$ cat src/lscc_pkg.sv
// ----------------------------------------------------------------------------
// lscc_pkg: LCG keystream cipher constants and tables
// Generator and checksum constants, register indexes, digit tables for the
// constant-modulus multiply steps and the final range reductions.
// ----------------------------------------------------------------------------
package lscc_pkg;

  localparam int BYTE_W   = 8;
  localparam int SEED_W   = 20;
  localparam int CK_W     = 23;
  localparam int DIG_W    = 5;
  localparam int DIG_N    = 1 << DIG_W;
  localparam int KS_DIGITS = 4;   // 20-bit generator value in 5-bit digits
  localparam int CK_DIGITS = 5;   // 23-bit checksum in 5-bit digits
  localparam int KS_SUM_W = 23;   // holds below 5 * KS_MOD
  localparam int CK_SUM_W = 26;   // holds below 6 * CK_MOD

  localparam longint unsigned KS_MULT   = 2399;
  localparam longint unsigned KS_OFFSET = 667818;
  localparam longint unsigned KS_MOD    = 894871;
  localparam longint unsigned CK_INIT   = 1232531;
  localparam longint unsigned CK_MOD    = 6506347;

  localparam int KS_FOLDS = 4;    // KS_SUM_W value < 5 * KS_MOD
  localparam int CK_FOLDS = 5;    // CK_SUM_W value < 6 * CK_MOD

  typedef enum logic {
    CFG_SEED_START   = 1'b0,
    CFG_DECRYPT_MODE = 1'b1
  } cfg_idx_t;

  typedef logic [KS_DIGITS-1:0][DIG_N-1:0][SEED_W-1:0] ks_tab_t;
  typedef logic [CK_DIGITS-1:0][DIG_N-1:0][CK_W-1:0]   ck_tab_t;

  // entry [k][d] = (d * 2^(5k) * KS_MULT) mod KS_MOD
  function automatic ks_tab_t ks_tab_gen();
    ks_tab_t t;
    longint unsigned v;
    for (int k = 0; k < KS_DIGITS; k++) begin
      for (int d = 0; d < DIG_N; d++) begin
        v = (64'(d) << (DIG_W * k)) * KS_MULT;
        t[k][d] = SEED_W'(v % KS_MOD);
      end
    end
    return t;
  endfunction

  // entry [k][d] = (d * 2^(5k) * 256) mod CK_MOD
  function automatic ck_tab_t ck_tab_gen();
    ck_tab_t t;
    longint unsigned v;
    for (int k = 0; k < CK_DIGITS; k++) begin
      for (int d = 0; d < DIG_N; d++) begin
        v = 64'(d) << (DIG_W * k + BYTE_W);
        t[k][d] = CK_W'(v % CK_MOD);
      end
    end
    return t;
  endfunction

  localparam ks_tab_t KS_TAB = ks_tab_gen();
  localparam ck_tab_t CK_TAB = ck_tab_gen();

  // parallel compares against multiples of the modulus, largest hit wins
  function automatic logic [SEED_W-1:0] ks_reduce(input logic [KS_SUM_W-1:0] v);
    logic [KS_SUM_W-1:0] r;
    r = v;
    for (int k = 1; k <= KS_FOLDS; k++) begin
      if (v >= KS_SUM_W'(64'(k) * KS_MOD)) begin
        r = v - KS_SUM_W'(64'(k) * KS_MOD);
      end
    end
    return r[SEED_W-1:0];
  endfunction

  function automatic logic [CK_W-1:0] ck_reduce(input logic [CK_SUM_W-1:0] v);
    logic [CK_SUM_W-1:0] r;
    r = v;
    for (int k = 1; k <= CK_FOLDS; k++) begin
      if (v >= CK_SUM_W'(64'(k) * CK_MOD)) begin
        r = v - CK_SUM_W'(64'(k) * CK_MOD);
      end
    end
    return r[CK_W-1:0];
  endfunction

endpackage

$ cat src/lcg_stream_cipher_checksum.sv
// An accepted request passes through the input register and then the result register,
//   which drives out_valid.
// Throughput: one request per cycle while out_ready holds; the generator and checksum
//   update is combinational from the input register into the state and result registers.
// While a result waits the input register still takes one request; in_ready drops once both
//   registers hold requests. Reset (rst_n low, synchronous): generator 0, checksum 1232531,
//   both config registers 0, both stages empty.
// ----------------------------------------------------------------------------
// lcg_stream_cipher_checksum: LCG keystream XOR cipher with running checksum
// Byte-serial cipher. Each byte steps seed = (seed*2399 + 667818) mod 894871
// and is XORed with seed[17:10]; a checksum ((sum<<8)+b) mod 6506347 runs
// over the clear text and is checked on the last byte when decrypting.
// ----------------------------------------------------------------------------
module lcg_stream_cipher_checksum (
  input  logic                         clk,
  input  logic                         rst_n,
  // configuration writes
  input  logic                         cfg_wr_en,
  input  logic                         cfg_index,
  input  logic [lscc_pkg::SEED_W-1:0]  cfg_wdata,
  // input requests
  input  logic                         in_valid,
  output logic                         in_ready,
  input  logic [lscc_pkg::BYTE_W-1:0]  in_data_byte,
  input  logic                         in_first,
  input  logic                         in_last,
  input  logic [lscc_pkg::CK_W-1:0]    in_expected_checksum,
  // results
  output logic                         out_valid,
  input  logic                         out_ready,
  output logic [lscc_pkg::BYTE_W-1:0]  out_byte,
  output logic [lscc_pkg::CK_W-1:0]    out_checksum,
  output logic                         out_tampered,
  output logic                         out_end_of_block
);

  // --------------------------------------------------------------------------
  // configuration registers
  // --------------------------------------------------------------------------
  logic [lscc_pkg::SEED_W-1:0] seed_r;
  logic                        dec_r;

  // --------------------------------------------------------------------------
  // input stage
  // --------------------------------------------------------------------------
  logic                        s1_valid_r;
  logic [lscc_pkg::BYTE_W-1:0] s1_data_r;
  logic                        s1_first_r;
  logic                        s1_last_r;
  logic [lscc_pkg::CK_W-1:0]   s1_expected_r;

  // cipher state: generator and checksum accumulator
  logic [lscc_pkg::SEED_W-1:0] lcg_r;
  logic [lscc_pkg::SEED_W-1:0] lcg_nxt;
  logic [lscc_pkg::CK_W-1:0]   sum_r;
  logic [lscc_pkg::CK_W-1:0]   sum_nxt;

  // result register
  logic                        out_valid_r;
  logic [lscc_pkg::BYTE_W-1:0] out_byte_r;
  logic [lscc_pkg::CK_W-1:0]   out_checksum_r;
  logic                        out_tampered_r;
  logic                        out_eob_r;

  logic adv;       // input stage moves into the result register
  logic in_take;   // new request into the input stage

  assign adv      = s1_valid_r & (~out_valid_r | out_ready);
  assign in_ready = ~s1_valid_r | adv;
  assign in_take  = in_valid & in_ready;

  // --------------------------------------------------------------------------
  // datapath: one generator step and one checksum fold
  // --------------------------------------------------------------------------
  logic [lscc_pkg::SEED_W-1:0]   gen_in;
  logic [lscc_pkg::KS_SUM_W-1:0] ks_sum;
  logic [lscc_pkg::BYTE_W-1:0]   key_byte;
  logic [lscc_pkg::BYTE_W-1:0]   cipher_byte;
  logic [lscc_pkg::BYTE_W-1:0]   fold_byte;
  logic [lscc_pkg::CK_W-1:0]     acc_in;
  logic [lscc_pkg::CK_SUM_W-1:0] ck_part;
  logic [lscc_pkg::CK_SUM_W-1:0] ck_total;
  logic                          tamper_nxt;

  always_comb begin
    // first byte of a block restarts from the seed register and the init sum
    gen_in = s1_first_r ? seed_r : lcg_r;
    acc_in = s1_first_r ? lscc_pkg::CK_W'(lscc_pkg::CK_INIT) : sum_r;

    // seed*2399 mod M as a sum of per-digit residues, plus the offset
    ks_sum = lscc_pkg::KS_SUM_W'(lscc_pkg::KS_OFFSET);
    for (int k = 0; k < lscc_pkg::KS_DIGITS; k++) begin
      ks_sum = ks_sum + lscc_pkg::KS_SUM_W'(
        lscc_pkg::KS_TAB[k][gen_in[k*lscc_pkg::DIG_W +: lscc_pkg::DIG_W]]);
    end
    lcg_nxt = lscc_pkg::ks_reduce(ks_sum);

    key_byte    = lcg_nxt[17:10];
    cipher_byte = s1_data_r ^ key_byte;
    fold_byte   = dec_r ? cipher_byte : s1_data_r;

    // (sum<<8) mod C from digit residues; the top digit is only 3 bits wide
    ck_part = '0;
    for (int k = 0; k < lscc_pkg::CK_DIGITS - 1; k++) begin
      ck_part = ck_part + lscc_pkg::CK_SUM_W'(
        lscc_pkg::CK_TAB[k][acc_in[k*lscc_pkg::DIG_W +: lscc_pkg::DIG_W]]);
    end
    ck_part = ck_part + lscc_pkg::CK_SUM_W'(
      lscc_pkg::CK_TAB[lscc_pkg::CK_DIGITS-1][{2'b00, acc_in[lscc_pkg::CK_W-1:20]}]);

    // byte joins last so the keystream path only meets one adder here
    ck_total = ck_part + lscc_pkg::CK_SUM_W'(fold_byte);
    sum_nxt  = lscc_pkg::ck_reduce(ck_total);

    tamper_nxt = s1_last_r & dec_r & (sum_nxt != s1_expected_r);
  end

  // --------------------------------------------------------------------------
  // control state
  // --------------------------------------------------------------------------
  always_ff @(posedge clk) begin
    if (!rst_n) begin
      seed_r      <= '0;
      dec_r       <= 1'b0;
      s1_valid_r  <= 1'b0;
      out_valid_r <= 1'b0;
      lcg_r       <= '0;
      sum_r       <= lscc_pkg::CK_W'(lscc_pkg::CK_INIT);
    end else begin
      if (cfg_wr_en) begin
        unique case (lscc_pkg::cfg_idx_t'(cfg_index))
          lscc_pkg::CFG_SEED_START:   seed_r <= cfg_wdata;
          lscc_pkg::CFG_DECRYPT_MODE: dec_r  <= cfg_wdata[0];
        endcase
      end
      if (in_take) begin
        s1_valid_r <= 1'b1;
      end else if (adv) begin
        s1_valid_r <= 1'b0;
      end
      if (adv) begin
        out_valid_r <= 1'b1;
        lcg_r       <= lcg_nxt;
        sum_r       <= sum_nxt;
      end else if (out_ready) begin
        out_valid_r <= 1'b0;
      end
    end
  end

  // payload registers, no reset
  always_ff @(posedge clk) begin
    if (in_take) begin
      s1_data_r     <= in_data_byte;
      s1_first_r    <= in_first;
      s1_last_r     <= in_last;
      s1_expected_r <= in_expected_checksum;
    end
    if (adv) begin
      out_byte_r     <= cipher_byte;
      out_checksum_r <= sum_nxt;
      out_tampered_r <= tamper_nxt;
      out_eob_r      <= s1_last_r;
    end
  end

  assign out_valid        = out_valid_r;
  assign out_byte         = out_byte_r;
  assign out_checksum     = out_checksum_r;
  assign out_tampered     = out_tampered_r;
  assign out_end_of_block = out_eob_r;

`ifndef SYNTHESIS
  // generator never leaves its modulus range
  a_lcg_range: assert property (@(posedge clk) disable iff (!rst_n)
    64'(lcg_r) < lscc_pkg::KS_MOD)
    else $error("generator state out of range");

  // checksum accumulator never leaves its modulus range
  a_sum_range: assert property (@(posedge clk) disable iff (!rst_n)
    64'(sum_r) < lscc_pkg::CK_MOD)
    else $error("checksum state out of range");

  // tamper only on a last byte while decrypting
  a_tamper_ctx: assert property (@(posedge clk) disable iff (!rst_n)
    out_valid_r && out_tampered_r |-> out_eob_r && dec_r)
    else $error("tamper flag outside decrypt last byte");

  // a stage move always lands a result
  a_adv_result: assert property (@(posedge clk) disable iff (!rst_n)
    adv |=> out_valid_r)
    else $error("advanced request lost");

  // an empty input stage always takes a request
  a_ready_free: assert property (@(posedge clk) disable iff (!rst_n)
    !s1_valid_r |-> in_ready)
    else $error("ready low with empty input stage");
`endif

endmodule
$ cat config.mk
export PLATFORM = sky130hd
export DESIGN_NAME = lcg_stream_cipher_checksum
export DESIGN_NICKNAME = d
export VERILOG_FILES = /design/src/lscc_pkg.sv /design/src/lcg_stream_cipher_checksum.sv
export SDC_FILE = /design/constraint.sdc
export NUM_CORES = 1
export LEC_CHECK = 0
export ABC_AREA = 1
export BUFFER_PORTS_ARGS = -buffer_cell sky130_fd_sc_hd__buf_2
export CAP_MARGIN = 15
export CORE_ASPECT_RATIO = 1.4
export CORE_MARGIN = 4
export CORE_UTILIZATION = 38
export CTS_CLUSTER_SIZE = 10
export DETAILED_ROUTE_END_ITERATION = 7
export PLACE_DENSITY = 0.59
export SLEW_MARGIN = 25
export SYNTH_ARGS = -nofsm -noshare
export SYNTH_HDL_FRONTEND = slang
export SYNTH_SLANG_ARGS = --single-unit
export TNS_END_PERCENT = 10
$ cat constraint.sdc
create_clock -name clk -period 25.1 [get_ports clk]
set_input_delay 5.02 -clock clk [delete_from_list [all_inputs] [get_ports clk]]
set_output_delay 5.02 -clock clk [all_outputs]
set_load 0.05 [all_outputs]
==> flow_metrics.py <==
metrics = {
    "cts": {
        "cts.sinks": 132,
        "cts.htree.levels": 4,
        "hold_buffers": 0,
        "cts_buffers": 17,
        "cts-resized-gates": 0,
        "cts.clk_slew.worst_paths_ns": 0.07,
        "cts_tree": "built",
        "clkLatencyLatePin_ns": 0.45,
        "cts-root-buf": "clkbuf_16",
        "clockBufferDepth": 2,
        "cts_setup_buffers": 0,
    },
    "synthesis": {
        "yosys_register_bits": 132,
        "synth_top_area_share_pct": 16.9,
        "synth_cells": 3310,
        "synth_nets": 3593,
        "synth.most_common_cell": "nand2_1",
        "syn_avg_cell_area_um2": 6.13,
        "synth_cell_types": 66,
        "synth-edff-count": 66,
        "synth_top_cell_by_area": "nand2_1",
        "netlist_top_cells_area": "nand2_1, edfxtp_1, ha_1, inv_1, nor2_1",
        "synth_ff_type": "edfxtp_1",
        "netlist_top_cells_count": "nand2_1, inv_1, nor2_1, o21ai_0, nand3_1",
        "synth-async-reset-ratio_pct": 0,
        "netlist_area_mm2": 0.0203,
        "synth-warning-count": 0,
        "yosysSeqAreaShare_pct": 16.3,
    },
    "die": {
        "boundaryPins": 94,
        "initial_core_util_pct": 38.6,
        "fp.dieH_um": 281,
        "die_w_um": 203,
        "coreArea_mm2": 0.0525,
        "rows": 99,
        "die_area_mm2": 0.0572,
    },
    "setup_path": {
        "cp.required_ns": 25.28,
        "crit_top_cell": "nand2_1",
        "startpoint_type": "flip-flop",
        "worstPathArrival_ns": 15.04,
        "crit_path_end_kind": "flip-flop",
        "crit_type": "flip-flop to flip-flop",
        "critPathMaxFanout": 26,
        "r2r_setup_slack_ns": 10.24,
        "reg2reg_depth": 59,
        "cp_slowest_cell": "clkinv_1",
        "critical-path-max-stage-delay_ns": 0.63,
    },
    "timing": {
        "finClkSkew_ns": 0.0121,
        "relSlewSlack_pct": 32.2,
        "fmax_mhz": 67.3,
        "rsz0062_at_grt": "no",
        "slew_violations": 0,
        "worstMarginPinSlew_ns": 1.02,
        "setup_tns_ns": 0,
        "min_period_ns": 14.86,
        "finalHoldViolations": 0,
        "finalSetupViolCount": 0,
        "period_share_pct": 59.2,
    },
    "routing": {
        "vias": 22000,
        "drc_errors": 0,
        "wl_um": 79500,
        "dr.pass1.iters": 7,
        "ant_nets": 0,
        "vias_per_cell": 5.40,
        "avgRoutedWirePerCell_um": 19.6,
        "drt_iter0_drc": 1689,
    },
    "outcome": {
        "outcome": "finished clean",
    },
    "finish": {
        "seq_area_mm2": 0.00330,
        "drive_gt1_share_pct": 8.43,
        "nFillCells": 5829,
        "nets": 3626,
        "syn_to_final_growth_pct": 7.42,
        "multi_input_area_mm2": 0.0146,
        "antenna_cells": 0,
    },
    "grt": {
        "grt_pass1_wl_um": 121000,
        "grt_max_degree": 75,
        "grt_usage_pct": 27.0,
        "overflow": 0,
        "antenna_found_initial": 1,
        "first_global_vias": 21500,
    },
    "placement": {
        "io_buffer_count": 93,
        "hpwlAfterDp_um": 64800,
        "place.gp.congestion": 1.00,
    },
    "hold_path": {
        "whs_path_depth": 2,
        "min-delay-path-class": "flip-flop to flip-flop",
    },
    "run": {
        "cap_viol_max_count": 0,
    },
}
-- layer usage --
layer / track usage [%] / vias to the layer above / part of all wire (%)
met1: 28.4 / 10100 / 36
li1: - / 10800 / -
met3: 2.30 / 265 / 4.1
met4: 18.4 / 0 / 8.0
met5: 0 / - / 0
met2: 51.0 / 831 / 52
-- path summary, 6_finish.rpt --
check,start,to
hold reg to reg,sum_r[9]$_SDFFE_PN1P_,sum_r[9]$_SDFFE_PN1P_
setup reg to reg,s1_first_r$_DFFE_PP_,out_tampered$_DFFE_PP_
setup / recovery,s1_first_r$_DFFE_PP_,out_tampered$_DFFE_PP_
hold / removal,sum_r[9]$_SDFFE_PN1P_,sum_r[9]$_SDFFE_PN1P_
-- cells by family (layout without fill, tap and decap cells) --
kind of cell | after synthesis | after routing | share of synthesized area, %
compound gates | 583 | 583 | 16.4
xor+xnor | 67 | 67 | 3.34
fa+ha+maj | 224 | 224 | 16.3
flops | 132 | 132 | 16.3
simple gates | 1706 | 1706 | 35.7
buf+inv | 598 | 644 | 11.9
-- layout make-up --
class,count,area share [%]
repair buffers,111,2.76
flip-flops and latches,132,15.2
inverters,501,8.64
multi-input cells,2580,66.8
clock inverters,14,0.591
clock buffers,18,1.97
well taps,707,4.06
-- layout by cell type, fill, tap and decap left out, types with 12 or more instances in the layout --
| cell type | n |
|---|---|
| o22ai_1 | 14 |
| buf_2 | 93 |
| a21oi_1 | 167 |
| or2_2 | 24 |
| xor2_1 | 50 |
| a31oi_1 | 13 |
| nand2_1 | 915 |
| nand2_2 | 36 |
| o21ai_0 | 238 |
| fa_1 | 67 |
| nand3_2 | 13 |
| o211ai_1 | 36 |
| nand4_1 | 42 |
| ha_1 | 157 |
| o21ai_1 | 42 |
| clkbuf_16 | 17 |
| inv_1 | 479 |
| nor3_1 | 30 |
| buf_4 | 18 |
| nand3_1 | 220 |
| inv_2 | 16 |
| nor2_1 | 383 |
| dfxtp_1 | 66 |
| nand3b_1 | 12 |
| edfxtp_1 | 66 |
-- worst max-delay path, delay by kind of cell (launching register included) --
kind / cells / cell delay, ns
flip-flops: 1 / 0.39
AO/OA/AOI/OAI: 8 / 2.43
adder cells (fa/ha/maj): 8 / 3.85
buffers and inverters: 8 / 2.20
AND/OR/NAND/NOR: 33 / 4.74
XOR/XNOR: 2 / 0.88
-- flip-flops by register name (all words and copies together) (netlist names) --
name / count
out_checksum: 23
out_byte: 8
lcg_r: 20
out_end_of_block: 1
s1_first_r: 1
out_valid: 1
sum_r: 23
s1_valid_r: 1
s1_expected_r: 23
seed_r: 20
s1_data_r: 8
dec_r: 1
out_tampered: 1
s1_last_r: 1
-- stage by stage --
stage | area, um2 | instances | util (%) | setup slack (ns) | hold WS, ns
detailed placement | 21200 | 4031 | 40.4 | 10.64 | 0.457
floorplan | 20300 | 3310 | - | 13.99 | 0.427
CTS | 21800 | 4063 | 41.5 | 10.58 | 0.474
global placement | 21200 | 4031 | 40.4 | 10.75 | 0.446
finish | 21800 | 4063 | 41.5 | 10.24 | 0.472
global route | 21800 | 4063 | 41.5 | 9.25 | 0.505
Power is left out: the tool's default activity adds up to more than one toggle a clock period on the data nets, which glitch-free logic cannot reach.
